`src/hw/rtl/imptt_ram.sv`:
```
module imptt_ram #(
  parameter int WIDTH = 8,
  parameter int DEPTH = 16
) (
  input  logic                     clk,
  input  logic                     we,
  input  logic [$clog2(DEPTH)-1:0] waddr,
  input  logic [WIDTH-1:0]         wdata,
  input  logic [$clog2(DEPTH)-1:0] raddr,
  output logic [WIDTH-1:0]         rdata
);

  logic [WIDTH-1:0] mem [DEPTH];

  // One write port and one registered read port.
  always_ff @(posedge clk) begin
    if (we) begin
      mem[waddr] <= wdata;
    end
    rdata <= mem[raddr];
  end

endmodule

```
`config.mk`:
```
export PLATFORM = sky130hd
export DESIGN_NAME = imptt_ram
export DESIGN_NICKNAME = d
export VERILOG_FILES = /design/src/hw/rtl/imptt_ram.sv
export SDC_FILE = /design/constraint.sdc
export NUM_CORES = 1
export LEC_CHECK = 0
export BUFFER_PORTS_ARGS = -buffer_cell sky130_fd_sc_hd__buf_2
export CAP_MARGIN = 20
export CORE_MARGIN = 1
export CORE_UTILIZATION = 30
export DETAILED_ROUTE_END_ITERATION = 12
export PLACE_DENSITY_LB_ADDON = 0.08
export SKIP_CTS_REPAIR_TIMING = 1
export SKIP_LAST_GASP = 1
export SLEW_MARGIN = 20
export SYNTH_ARGS = -nofsm -noshare
export SYNTH_HDL_FRONTEND = slang
export SYNTH_SLANG_ARGS = --single-unit
```
`constraint.sdc`:
```
create_clock -name clk -period 3.05 [get_ports clk]
set_input_delay 0.4575 -clock clk [delete_from_list [all_inputs] [get_ports clk]]
set_output_delay 0.4575 -clock clk [all_outputs]
set_load 0.02 [all_outputs]
```
==> results of run 1 <==
## stage by stage
stage,setup WS [ps],instances
after CTS,1366,513
after global placement,1020,481
final,1397,513
after floorplan,1100,229
after detailed placement,922.9,481
after global routing,1336,513
## cells in the mapped netlist
cell	n	area share, %
clkdlybuf4s25_2	3	0.58
buf_2	3	0.29
nand2_1	9	0.66
nand2b_1	2	0.24
buf_6	3	0.66
and2b_1	1	0.15
and2_1	1	0.12
nor2b_1	1	0.12
a22oi_1	16	2.3
mux4_2	18	7.9
or3b_2	1	0.17
nor2_1	13	0.95
nor3_1	4	0.39
nand3_1	1	0.097
buf_4	1	0.15
nand3b_1	2	0.29
dfxtp_1	8	3.1
mux4_1	14	7.1
edfxtp_1	128	75
## worst max-delay path, stage by stage
cell and delay (ps):
buf_2 110, or3b_2 510, nor2_1 610
## logic make-up (layout without fill, tap and decap cells)
group	count (synthesis)	after routing	share of synthesized area, %
flops	136	136	77.78
simple gates	35	35	3.184
mux	32	32	15.02
compound gates	16	16	2.334
buf+inv	10	74	1.677
## flip-flops by register name (all words and copies together), names as in the netlist
register  count
mem         128
rdata         8
## worst max-delay path by stage
stage	start	endpoint	cells after the start	slack, ps
after CTS	waddr[2]	mem[3][3]	3	1370
after global placement	raddr[0]	rdata[5]	5	1020
after detailed placement	waddr[2]	mem[3][0]	3	920
after global routing	waddr[2]	mem[3][3]	3	1340
after floorplan	waddr[2]	mem[0][0]	2	1100
final	waddr[2]	mem[3][3]	3	1400
## metal layers
layer	track usage, %	share of wire [%]
met5	0	0
met4	7.088	2.1
met3	3.525	4.2
met2	20.42	46
met1	19.39	48
## layout make-up
type                            instances  area, um^2
Clock buffer                           28       506.7
Sequential cell                       136        4004
Multi-Input combinational cell         83        1057
Timing Repair Buffer                   42       277.8
Clock inverter                          4       45.04
Fill cell                            1536       10480
Tap cell                              220       275.3
## power by group through the flow
stage | sequential (uW) | clock, uW | combinational, uW
after floorplan | 2150 | 0 | 106
after global placement | 2140 | 0 | 219
after detailed placement | 2140 | 0 | 220
after CTS | 2100 | 1940 | 220
after global routing | 2100 | 2020 | 231
final | 2100 | 1910 | 213
==> impl_metrics.toml, run 1 <==
[power]
p_sw_uw = 842.5
swShare_pct = 19.96
p_total_uw = 4220
seqPwrFrac_pct = 49.8
ir_drop_uv = 386.9
clkPwrFrac_pct = 45.2
pwr-share-comb_pct = 5.1
p_int_uw = 3378
p_leak_uw = 0.002066
power_density_nw_per_um2 = 684.4

[setup_path]
end_kind = "flip-flop"
r2r_start = "mem[0][5]"
cp.required_ps = 3090
worst_setup_path_start_kind = "primary input"
reg2reg_depth = 3
critical_path_class = "primary input to flip-flop"
critical_path.max_fanout = 8
worstReg2RegEnd = "rdata[5]"
reg2reg_slack_ps = 1630
cp.arrival_ps = 1690

[logic_synthesis]
ys_types = 19
ys_ff_latch = 136
yosysSeqAreaShare_pct = 77.78
syn_area_um2 = 5147
netlist_instances = 229
avgSynthCellArea_um2 = 22.48
yosys_warnings = 0
synth_nets = 247

[grt]
grt_pass1_vias = 2518
grt_overflow = 0
grt_pass1_wl_um = 16690
grt_use_total_pct = 14.01
grt_max_degree = 33
antenna_found_initial = 0

[die]
fp-row-count = 47
start_util_pct = 30.93
ios = 26
die_area_um2 = 17690
core_um2 = 16640
die_w_um = 133.0
die_y_um = 133.0

[sta]
final_max_slew_viol_count = 0
final-setup-viol-count = 0
worst_slew_pin_slew_ps = 856.5
holdWs_ps = 435.3
min_period_ps = 1653
fmax_mhz = 604.9
hold_viol = 0
rsz0062_at_grt = "false"
skew_ps = 6.894
timing.final.crit_share_pct = 54.20
tns_ps = 0
timing.max_slew.rel_slack_pct = 42.78

[finish]
final_common_cell = "edfxtp_1"
antennaDiodeCount = 0
area_growth_pct = 19.79
layout_common_cells = "edfxtp_1, buf_2, mux4_2"
drive_gt1_share_pct = 29.35
finalInstanceArea_um2 = 6166
post-route-util_pct = 37.05
nets = 298

[worst_hold_path]
hp-start = "wdata[4]"
hold_path_class = "primary input to flip-flop"
holdPathEnd = "mem[12][4]"
whs_path_depth = 1

[placed_design]
io_buffer_count = 25
dp_hpwl_um = 7203
postPlaceCellArea_um2 = 5614
place.gp.congestion = 0.7174

[detailed_routing]
drt_iter0_drc = 174
dr.pass1.iters = 4
drc = 0
vias = 2405
via_per_inst = 4.688
wl_per_cell_um = 22.00
ant_nets = 0
drt-total-wl_um = 11290

[outcome]
status = "finished clean"

[clocking]
cts_tree = "done"
clock_sinks = 136
cts_buffers = 17
clockBufferDepth = 2
htree_levels = 4
cts_root_buffer = "clkbuf_16"
clk_pin_slew_ps = 60
clk_latency_ps = 410

[run]
cap_violations = 0
(Power assumes the default switching activity.)
==> run 2, diff against run 1 <==
- ABC_AREA: unset -> 1
- clock period: 3.05 -> 1.5 ns (I/O delays scaled with it)
==> impl_metrics.toml, run 2 <==
[outcome]
status = "finished clean"

[setup_path]
critical_path_class = "flip-flop to output pin"
cp_top_family = "flip-flops"
reg2reg_slack_ps = 480
cp_num_cells = 1
cp.required_ps = 1270
cpPeakStageDelay_ps = 360
cp-startpoint = "rdata[3]"
reg2reg_depth = 6
r2r_start = "mem[3][2]"
end_kind = "output pin"
worstReg2RegEnd = "rdata[2]"
path_buf_inv = 1
worst_setup_path_start_kind = "flip-flop"
crit_chain = "buf_2"
critical_path.max_fanout = 1
slowest_stage = "dfxtp_1"
cp.arrival_ps = 970
critPathCapture = "rdata[3]"

[detailed_routing]
dr.pass1.iters = 4
met2_length_um = 6418
wl_per_cell_um = 17.02
wl_met1_um = 7289
drt-total-wl_um = 14400
drc = 0
via_per_inst = 4.444
drt_iter0_drc = 305
ant_nets = 0
dr.max_layer_used = "met4"
vias = 3760
routed-wl-met3_um = 350

[grt]
grt_overflow = 0
antenna_found_initial = 0
grt_pass1_vias = 3719
grt_use_total_pct = 15.79
grt_pass1_wl_um = 22220
grt_max_degree = 40

[clocking]
clockBufferDepth = 2
clock_sinks = 136
htree_levels = 4
cts_root_buffer = "clkbuf_16"
cts_buffers = 17
cts_tree = "done"
clk_pin_slew_ps = 60
clk_latency_ps = 420

[logic_synthesis]
synthFlopType = "edfxtp_1"
yosys_warnings = 0
ys_async_sr_fraction_pct = 0
ys_ff_latch = 136
yosysTopAreaCell = "edfxtp_1"
ys_types = 12
synth_commonest_cells = "nand2_1, edfxtp_1, inv_1, nand3_1, nor2_1"
synth_area_leaders = "edfxtp_1, nand2_1, nand3_1"
yosysSeqAreaShare_pct = 69.43
avgSynthCellArea_um2 = 10.47
synth_most_common_cell = "nand2_1"
syn_area_um2 = 5767
yosys.area.top_type_share_pct = 66.65
synth_enable_flop_cells = 128
netlist_instances = 551
synth_nets = 569

[finish]
nets = 617
seq_area_um2 = 4004
fin_cells = 846
layout_common_cells = "nand2_1, edfxtp_1, inv_1"
reg_top3 = "mem (128), rdata (8)"
top_register = "mem"
area_growth_pct = 19.70
final_common_cell = "nand2_1"
largest_register_ffs = 128
fill_cells = 1916
drive_gt1_share_pct = 13.56
antennaDiodeCount = 0
multi_input_comb_area_um2 = 1214

[power]
power_density_nw_per_um2 = 1349
p_leak_uw = 0.002982
p_total_uw = 9315
ir_drop_uv = 749.8

[sta]
tns_ps = 0
setup_ws_ps = 301.2
final_max_slew_viol_count = 0
holdWs_ps = 235.6
fmax_mhz = 834.2
skew_ps = 7.231
min_period_ps = 1199
worst_slew_pin_slew_ps = 435.9
timing.final.crit_share_pct = 79.92
timing.max_slew.rel_slack_pct = 70.94
hold_viol = 0
rsz0062_at_grt = "false"
final-setup-viol-count = 0

[placed_design]
placed_cells = 814
place.gp.congestion = 0.7612
pre_cts_ws_ps = 190.6
io_buffer_count = 25
dp_hpwl_um = 9207

[die]
core_um2 = 18770
die_w_um = 140.6
start_util_pct = 30.73
fp-row-count = 50
ios = 26
die_area_um2 = 19780
die_y_um = 140.6

[run]
cap_violations = 0

[worst_hold_path]
hold_path_class = "primary input to flip-flop"
whs_path_depth = 1
run 2: changes by cell type after synthesis, sizes merged, moves of 4 or more:
cell   previous run  this run
a22oi            16         0
nand2             9       173
inv               0       102
nor2             13        17
nor3              4         0
buf               7        24
nand3             1        97
mux4             32         0
run 2: worst register-to-register path: stages, from the launching register on:
cell	delay, ps
edfxtp_1	360
inv_1	60
nand2_1	40
nand3_1	110
nand3_1	120
nand3_1	160
nand2_1	80
run 2: logic make-up after synthesis:
| family | Yosys count | share of synthesized area [%] |
|---|---|---|
| AND/OR/NAND/NOR | 289 | 21.05 |
| flip-flops | 136 | 69.43 |
| buffers and inverters | 126 | 9.525 |
run 2: area by class of cell:
class	count	area share [%]
clock inverters	9	2.121
clock buffers	23	6.924
flip-flops and latches	136	58.00
inverters	102	5.546
multi-input cells	289	17.58
well taps	234	4.241
repair buffers	53	5.583
run 2: power breakdown:
group / total, uW / internal (uW) / switching (uW) / leakage, uW
clock network: 4460 / 2900 / 1560 / 0.000305
registers: 4270 / 4250 / 24.5 / 0.00122
logic: 585 / 175 / 410 / 0.00145
run 2: how the worst min path moves through the flow:
stage | from | to | slack, ps
2_1_floorplan | wdata[0] | mem[0][0] | 320
3_3_place_gp | mem[12][5] | rdata[5] | 640
3_5_place_dp | rdata[6] | rdata[6] | 640
4_1_cts | wdata[5] | mem[11][5] | 230
5_1_grt | wdata[5] | mem[8][5] | 240
6_report | wdata[5] | mem[11][5] | 240
run 2: metrics by stage:
stage / util (%) / area (um^2)
floorplan: - / 5767
global placement: 33.45 / 6279
detailed placement: 33.45 / 6279
CTS: 36.78 / 6903
global route: 36.78 / 6903
finish: 36.78 / 6903
run 2: routing by layer:
metal,vias to the layer above,global-route usage [%]
met3,22,3.057
met2,55,23.88
li1,1867,-
met5,-,0
met1,1816,21.85
met4,0,7.437
