## config.mk

```make
export PLATFORM = sky130hd
export DESIGN_NAME = imptt_best
export DESIGN_NICKNAME = d
export VERILOG_FILES = /design/src/hw/rtl/imptt_pkg.sv /design/src/hw/rtl/imptt_best.sv
export SDC_FILE = /design/constraint.sdc
export NUM_CORES = 1
export LEC_CHECK = 0
export ABC_AREA = 1
export BUFFER_PORTS_ARGS = -buffer_cell sky130_fd_sc_hd__clkbuf_2
export CORE_UTILIZATION = 50
export DETAILED_ROUTE_END_ITERATION = 7
export PLACE_DENSITY = 0.8
export REMOVE_ABC_BUFFERS = 1
export SETUP_SLACK_MARGIN = 0.02
export SYNTH_ARGS = -nofsm -noshare
export SYNTH_HDL_FRONTEND = slang
export SYNTH_SLANG_ARGS = --single-unit
```

## constraint.sdc

```tcl
create_clock -name clk -period 3.8 [get_ports clk]
set_clock_uncertainty 0.2 [all_clocks]
set_input_delay 0.38 -clock clk [delete_from_list [all_inputs] [get_ports clk]]
set_output_delay 0.38 -clock clk [all_outputs]
set_load 0.01 [all_outputs]
```

## src/hw/rtl/imptt_pkg.sv

```systemverilog
package imptt_pkg;

  // Table geometry.
  localparam int MAX_TASKS = 1024;
  localparam int PRIO_W    = 32;
  localparam int ID_W      = $clog2(MAX_TASKS);

  // Command codes carried in the mode field.
  localparam logic [1:0] MODE_ADD    = 2'd0;
  localparam logic [1:0] MODE_EDIT   = 2'd1;
  localparam logic [1:0] MODE_REMOVE = 2'd2;
  localparam logic [1:0] MODE_EXEC   = 2'd3;

  // Input item as it arrives on the command port.
  typedef struct packed {
    logic [1:0]  mode;
    logic [9:0]  task_id;
    logic [15:0] user_id;
    logic [31:0] priority_req;
  } in_item_t;

  // Result item of an execute-top command.
  typedef struct packed {
    logic [15:0] user_id_out;
    logic        found;
  } out_item_t;

  // One word of the task table memory.
  typedef struct packed {
    logic              valid;
    logic [15:0]       user;
    logic [PRIO_W-1:0] prio;
  } entry_t;

  localparam int ENTRY_W = $bits(entry_t);

  // Controls from the sequencer to the best-entry tracker.
  typedef struct packed {
    logic            clear;
    logic            sample;
    logic [ID_W-1:0] idx;
  } scan_ctl_t;

endpackage

```

## src/hw/rtl/imptt_best.sv

```systemverilog
module imptt_best (
  input  logic                                clk,
  input  logic                                rst_n,
  input  imptt_pkg::scan_ctl_t                ctl,
  input  imptt_pkg::entry_t                   rd_entry,
  output logic                                best_any,
  output logic [imptt_pkg::ID_W-1:0]          best_idx,
  output logic [15:0]                         best_user
);

  logic                         any_r;
  logic [imptt_pkg::ID_W-1:0]   idx_r;
  logic [15:0]                  user_r;
  logic [imptt_pkg::PRIO_W-1:0] prio_r;
  logic                         take;

  // A valid entry replaces the current best when its priority is not smaller.
  // Entries arrive in ascending index order, so the larger index wins a tie.
  assign take = ctl.sample && rd_entry.valid && (!any_r || (rd_entry.prio >= prio_r));

  always_ff @(posedge clk) begin
    if (!rst_n) begin
      any_r <= 1'b0;
    end else if (ctl.clear) begin
      any_r <= 1'b0;
    end else if (take) begin
      any_r <= 1'b1;
    end
  end

  // Payload of the current best entry.
  always_ff @(posedge clk) begin
    if (take) begin
      idx_r  <= ctl.idx;
      user_r <= rd_entry.user;
      prio_r <= rd_entry.prio;
    end
  end

  assign best_any  = any_r;
  assign best_idx  = idx_r;
  assign best_user = user_r;

endmodule

```

==> results of run 1 <==
-- layer usage --
| layer | wire [um] | track usage | up-vias |
|---|---|---|---|
| li1 | - | - | 907 |
| met1 | 1870 | 0.195 | 767 |
| met2 | 2260 | 0.297 | 65 |
| met3 | 270 | 0.0522 | 6 |
| met4 | 75 | 0.115 | 0 |
| met5 | 0 | 0 | - |
-- per-stage QoR --
step	cells	setup WS, ns	total power, W	hold WS, ns	utilization
after floorplan	205	0.348	0.000843	0.256	-
after global placement	365	1.26	0.000904	0.347	0.628
after CTS	382	1.27	0.00158	0.00502	0.676
after global routing	382	1.14	0.00161	0.00784	0.676
final	382	1.30	0.00155	0.0262	0.676
after detailed placement	365	1.20	0.000911	0.355	0.628
-- power breakdown --
| group | total [W] | switching (W) | internal [W] |
|---|---|---|---|
| logic | 0.000142 | 0.0000778 | 0.0000645 |
| registers | 0.000755 | 0.00000664 | 0.000749 |
| clock network | 0.000657 | 0.000226 | 0.000431 |
-- sequential cells by signal, indices dropped and copies added (netlist names) --
register   cells
best_any       1
best_user     16
best_idx      10
prio_r        32
-- Yosys cell counts --
library cell | instances | area, um2
edfxtp_1 | 58 | 1740
inv_1 | 40 | 150
nand2_1 | 35 | 131
ha_1 | 32 | 400
a21oi_1 | 14 | 70.1
nor2_1 | 9 | 33.8
nand4_1 | 3 | 18.8
a21oi_2 | 2 | 17.5
nand2_2 | 2 | 12.5
o21ai_0 | 2 | 10.0
dfxtp_1 | 1 | 20.0
inv_2 | 1 | 3.75
nand3b_1 | 1 | 7.51
nor2_2 | 1 | 6.26
nor3_1 | 1 | 5.00
nor3b_1 | 1 | 7.51
o21a_1 | 1 | 7.51
o21ai_1 | 1 | 5.00
-- placed cells by master, fill, tap and decap left out, types with 3 or more instances in the layout --
| cell | netlist | final |
|---|---|---|
| a21oi_1 | 14 | 14 |
| bufinv_16 | 0 | 3 |
| clkbuf_2 | 0 | 89 |
| clkbuf_8 | 0 | 9 |
| edfxtp_1 | 58 | 58 |
| ha_1 | 32 | 32 |
| inv_1 | 40 | 40 |
| nand2_1 | 35 | 35 |
| nand4_1 | 3 | 3 |
| nor2_1 | 9 | 9 |
-- layout make-up --
cell class / instances / area [um2]
clock buffers: 10 / 128
clock inverters: 6 / 104
fillers: 406 / 1660
inverters: 41 / 154
multi-input cells: 105 / 741
flip-flops and latches: 59 / 1760
well taps: 70 / 87.6
repair buffers: 91 / 475
-- critical path, stage by stage, from the launching register on --
cell	delay, ns
edfxtp_1	0.32
inv_1	0.04
ha_1	0.31
nand2_1	0.07
inv_1	0.06
nand2_1	0.06
nand2_1	0.09
nand2_2	0.05
nand2_1	0.07
nand2_1	0.05
nand2_1	0.06
nand2_1	0.08
a21oi_4	0.38
buf_12	0.30
-- cell families after synthesis --
| group | Yosys count | share of synthesized area |
|---|---|---|
| and+or+nand+nor | 53 | 0.0841 |
| AOI/OAI and AO/OA | 20 | 0.0416 |
| DFF | 59 | 0.665 |
| buffers and inverters | 41 | 0.0581 |
| adders and majority gates | 32 | 0.151 |
-- timing repair --
item | 4_1_cts | 5_1_grt
endpoints found under the hold margin | 1 | 0
gates resized for setup | 0 | 0
hold buffers | 1 | 0
-- worst max-delay path by stage --
stage | to | slack, ns | cells after the start
2_1_floorplan | best_idx[0]$_DFFE_PP_ | 0.35 | 11
3_3_place_gp | best_idx[3]$_DFFE_PP_ | 1.26 | 13
3_5_place_dp | best_idx[6]$_DFFE_PP_ | 1.20 | 13
4_1_cts | best_user[13]$_DFFE_PP_ | 1.27 | 13
5_1_grt | best_user[1]$_DFFE_PP_ | 1.14 | 13
6_report | best_user[13]$_DFFE_PP_ | 1.30 | 13
==> results.ini, run 1 <==
[finish]
n_antenna_cell=0
final_layout_size_suffix_gt1_frac=0.353
finalInstanceArea_um2=3450
area_growth_pct=30.3
nets=402

[timing]
tightest_slew_ns=0.427
hold_viol=0
fmax_ghz=0.400
report.final.slew_viol_count=0
setup-violations-final=0
fin_crit_ns=2.50
final.setup.tns_ns=0
rsz0062_at_grt=false
min_period_over_period=0.658
slew_headroom=0.715

[pwr]
irDropWorstVdd_uv=297
p_leak_nw=1.65
p_per_area_nw_per_um2=450

[worst_setup_path]
startpoint=prio_r[3]$_DFFE_PP_
cp.arrival_ns=2.30
cp-start-kind=flop
worst-r2r-cell-count=13
r2r_end=best_user[13]$_DFFE_PP_
rrSetupSlack_ns=1.30
cp_max_fo=47
crit_required_ns=3.60
path_class=reg -> reg
timing.rr.start=prio_r[3]$_DFFE_PP_
end_kind=flop

[die]
row_count=26
die_w_um=74.8
top_level_ports=90
die_h_um=74.8
core-area_um2=5110
die_area_um2=5590
start_util=0.519

[route]
drc=0
wl_per_cell_um=11.7
vias_per_cell=4.57
drt_first_pass_iters=4
via_count=1745
first_iter_violations=68
antenna_left=0
finalWirelength_um=4480

[global_route]
grt-ovfl-total=0
grt_max_degree=48
grt_use_total=0.177
grt_pass1_wl_um=7000
grt_pass1_vias=1712
antenna_found_initial=0

[placement]
hpwl_um=3430
gp_congestion=0.739
port_buffers=89
post_dp_cell_area_um2=3210

[cts]
postCtsSetupBuffers=0
cts-htree-levels=3
cts_max_path_buffers=2
clk_pin_slew_worst_paths_ns=0.06
cts.sinks=59
cts_tree=done
cts_root_buffer=clkbuf_8
cts_made_buffers=9
clock_latency_ns=0.33

[min_path]
hold_path.class=in -> reg
holdPathEnd=best_user[10]$_DFFE_PP_
min_path_cells=1
min_from=rd_entry[42]

[synthesis]
avgSynthCellArea_um2=12.9
synth-seq-cells=59
ys_seq_area_frac=0.665
synth.distinct_cells=18
synth_warnings=0
netlist_instances=205
synth_area_um2=2650

[outcome]
outcome=finished clean

[run]
maxCapViolCount=0

Note: power is estimated with default switching activity, not from simulation.
==> run 2: changes to the inputs <==
- clock period: 3.8 -> 2.5 ns (I/O delays scaled with it)
==> run 2 against run 1 <==
Non-clock buffer count grew 62. Clock-buffer cell count shrank 1. Combinational power grew 140%. Total power grew 69%. First-iteration DRC count grew 18%. Flip-flop and latch count is the same. Sequential share of layout area shrank 9.7 points. Critical path depth grew 1. Clock power grew 72%. Die area is the same. Via count grew 22%.
==> results.ini, run 2 (synthesis gave the netlist of run 1 again) <==
[outcome]
outcome=finished clean

[pwr]
p_per_area_nw_per_um2=616
irDropWorstVdd_uv=560
p_leak_nw=1.96

[timing]
fin_crit_ns=2.44
min_period_over_period=0.975
final.setup.tns_ns=0
setup-violations-final=0
fmax_ghz=0.410
finalWorstSetupSlack_ns=0.0625
whs_ns=0.418
slew_headroom=0.825
tightest_slew_ns=0.260
report.final.slew_viol_count=0
hold_viol=0

[finish]
register_area_um2=1760
final_cell_mix=clkbuf_2 (84), dlygate4sd3_1 (60), edfxtp_1 (58)
finalInstanceArea_um2=4260
n_antenna_cell=0
area_growth_pct=60.7
final_layout_size_suffix_gt1_frac=0.330
nFillCells=269
layout_commonest_cell=clkbuf_2
largest_register=prio_r
multiInputGateArea_um2=807
nets=464
finalNonFillerCells=443
largest_reg_flops=32

[placement]
dp_cells=366
gp_congestion=0.718
hpwl_um=3400
port_buffers=89
post_dp_cell_area_um2=3220
dp_slack_ns=0.330

[die]
die_area_um2=5590
die_h_um=74.8
top_level_ports=90
start_util=0.519
row_count=26
die_w_um=74.8
core-area_um2=5110

[route]
wl_per_cell_um=16.1
antenna_left=0
via_count=2128
drt_first_pass_iters=4
finalWirelength_um=7120
vias_per_cell=4.80
first_iter_violations=80
drc=0

[worst_setup_path]
cp.arrival_ns=2.28
crit_required_ns=2.34
cp_max_fo=8
path_class=in -> reg
timing.rr.start=prio_r[5]$_DFFE_PP_
end_kind=flop
rrSetupSlack_ns=0.19
cp-start-kind=primary input
r2r_end=prio_r[14]$_DFFE_PP_
worst-r2r-cell-count=14

[global_route]
grt_max_degree=44
grt_use_total=0.235
grt-ovfl-total=0
grt_pass1_vias=2102
grt_pass1_wl_um=9150
antenna_found_initial=0

[min_path]
holdPathEnd=prio_r[6]$_DFFE_PP_
min_from=rd_entry[6]
min_path_cells=1
hold_path.class=in -> reg

[run]
maxCapViolCount=0

[cts]
cts_made_buffers=9
cts_tree=done
cts_max_path_buffers=2
cts_root_buffer=clkbuf_8
clk_pin_slew_worst_paths_ns=0.07
cts.sinks=59
cts-htree-levels=3
clock_latency_ns=0.33

-- run 2: per-stage QoR --
| stage | power, W | util |
|---|---|---|
| final | 0.00262 | 0.833 |
| after floorplan | 0.00128 | - |
| after detailed placement | 0.00139 | 0.630 |
| after global routing | 0.00271 | 0.833 |
| after global placement | 0.00137 | 0.630 |
| after CTS | 0.00256 | 0.797 |
-- run 2: per-layer routing --
layer	up-vias	global-route usage	wire (um)
met4	0	0.101	195
met5	-	0	0
met1	994	0.231	2530
met3	20	0.0482	320
li1	1027	-	-
met2	87	0.469	4080
-- run 2: worst max path at each step --
stage,startpoint,end,cells past startpoint
detailed placement,prio_r[5]$_DFFE_PP_,best_user[3]$_DFFE_PP_,13
floorplan,prio_r[7]$_DFFE_PP_,best_idx[0]$_DFFE_PP_,12
global route,rd_entry[19],prio_r[14]$_DFFE_PP_,13
CTS,rd_entry[7],best_user[2]$_DFFE_PP_,14
finish,rd_entry[5],prio_r[14]$_DFFE_PP_,14
global placement,rd_entry[7],best_user[7]$_DFFE_PP_,13
-- run 2: power by group --
group,total [W],switching (W),leakage [nW],internal (W)
Clock,0.00113,0.000376,0.127,0.000753
Sequential,0.00115,0.0000137,0.552,0.00114
Combinational,0.000344,0.000159,1.28,0.000185
Total,0.00262,0.000549,1.96,0.00208
-- run 2: final cells by class --
type	instances	area share
Sequential cell	59	0.414
Clock buffer	9	0.0291
Inverter	41	0.0362
Clock inverter	6	0.0303
Tap cell	70	0.0206
Multi-Input combinational cell	105	0.190
Timing Repair Buffer	153	0.280
-- run 2: repair_timing --
action	in CTS	in global routing
resized for setup	0	15
hold buffers	60	0
setup buffers	0	1
setup endpoints to repair	0	58
hold endpoints to repair	59	0
-- run 2: worst max-delay path, cell delays in order --
cell and delay (ns):
dlygate4sd3_1 0.60, ha_4 0.29, nand2_1 0.05, inv_1 0.06
nand2_2 0.07, nor2_2 0.12, nor2_1 0.07, nand2_1 0.07
nand2_1 0.08, nand2_2 0.08, nand2_2 0.06, a21oi_4 0.17
buf_12 0.17, clkbuf_16 0.16
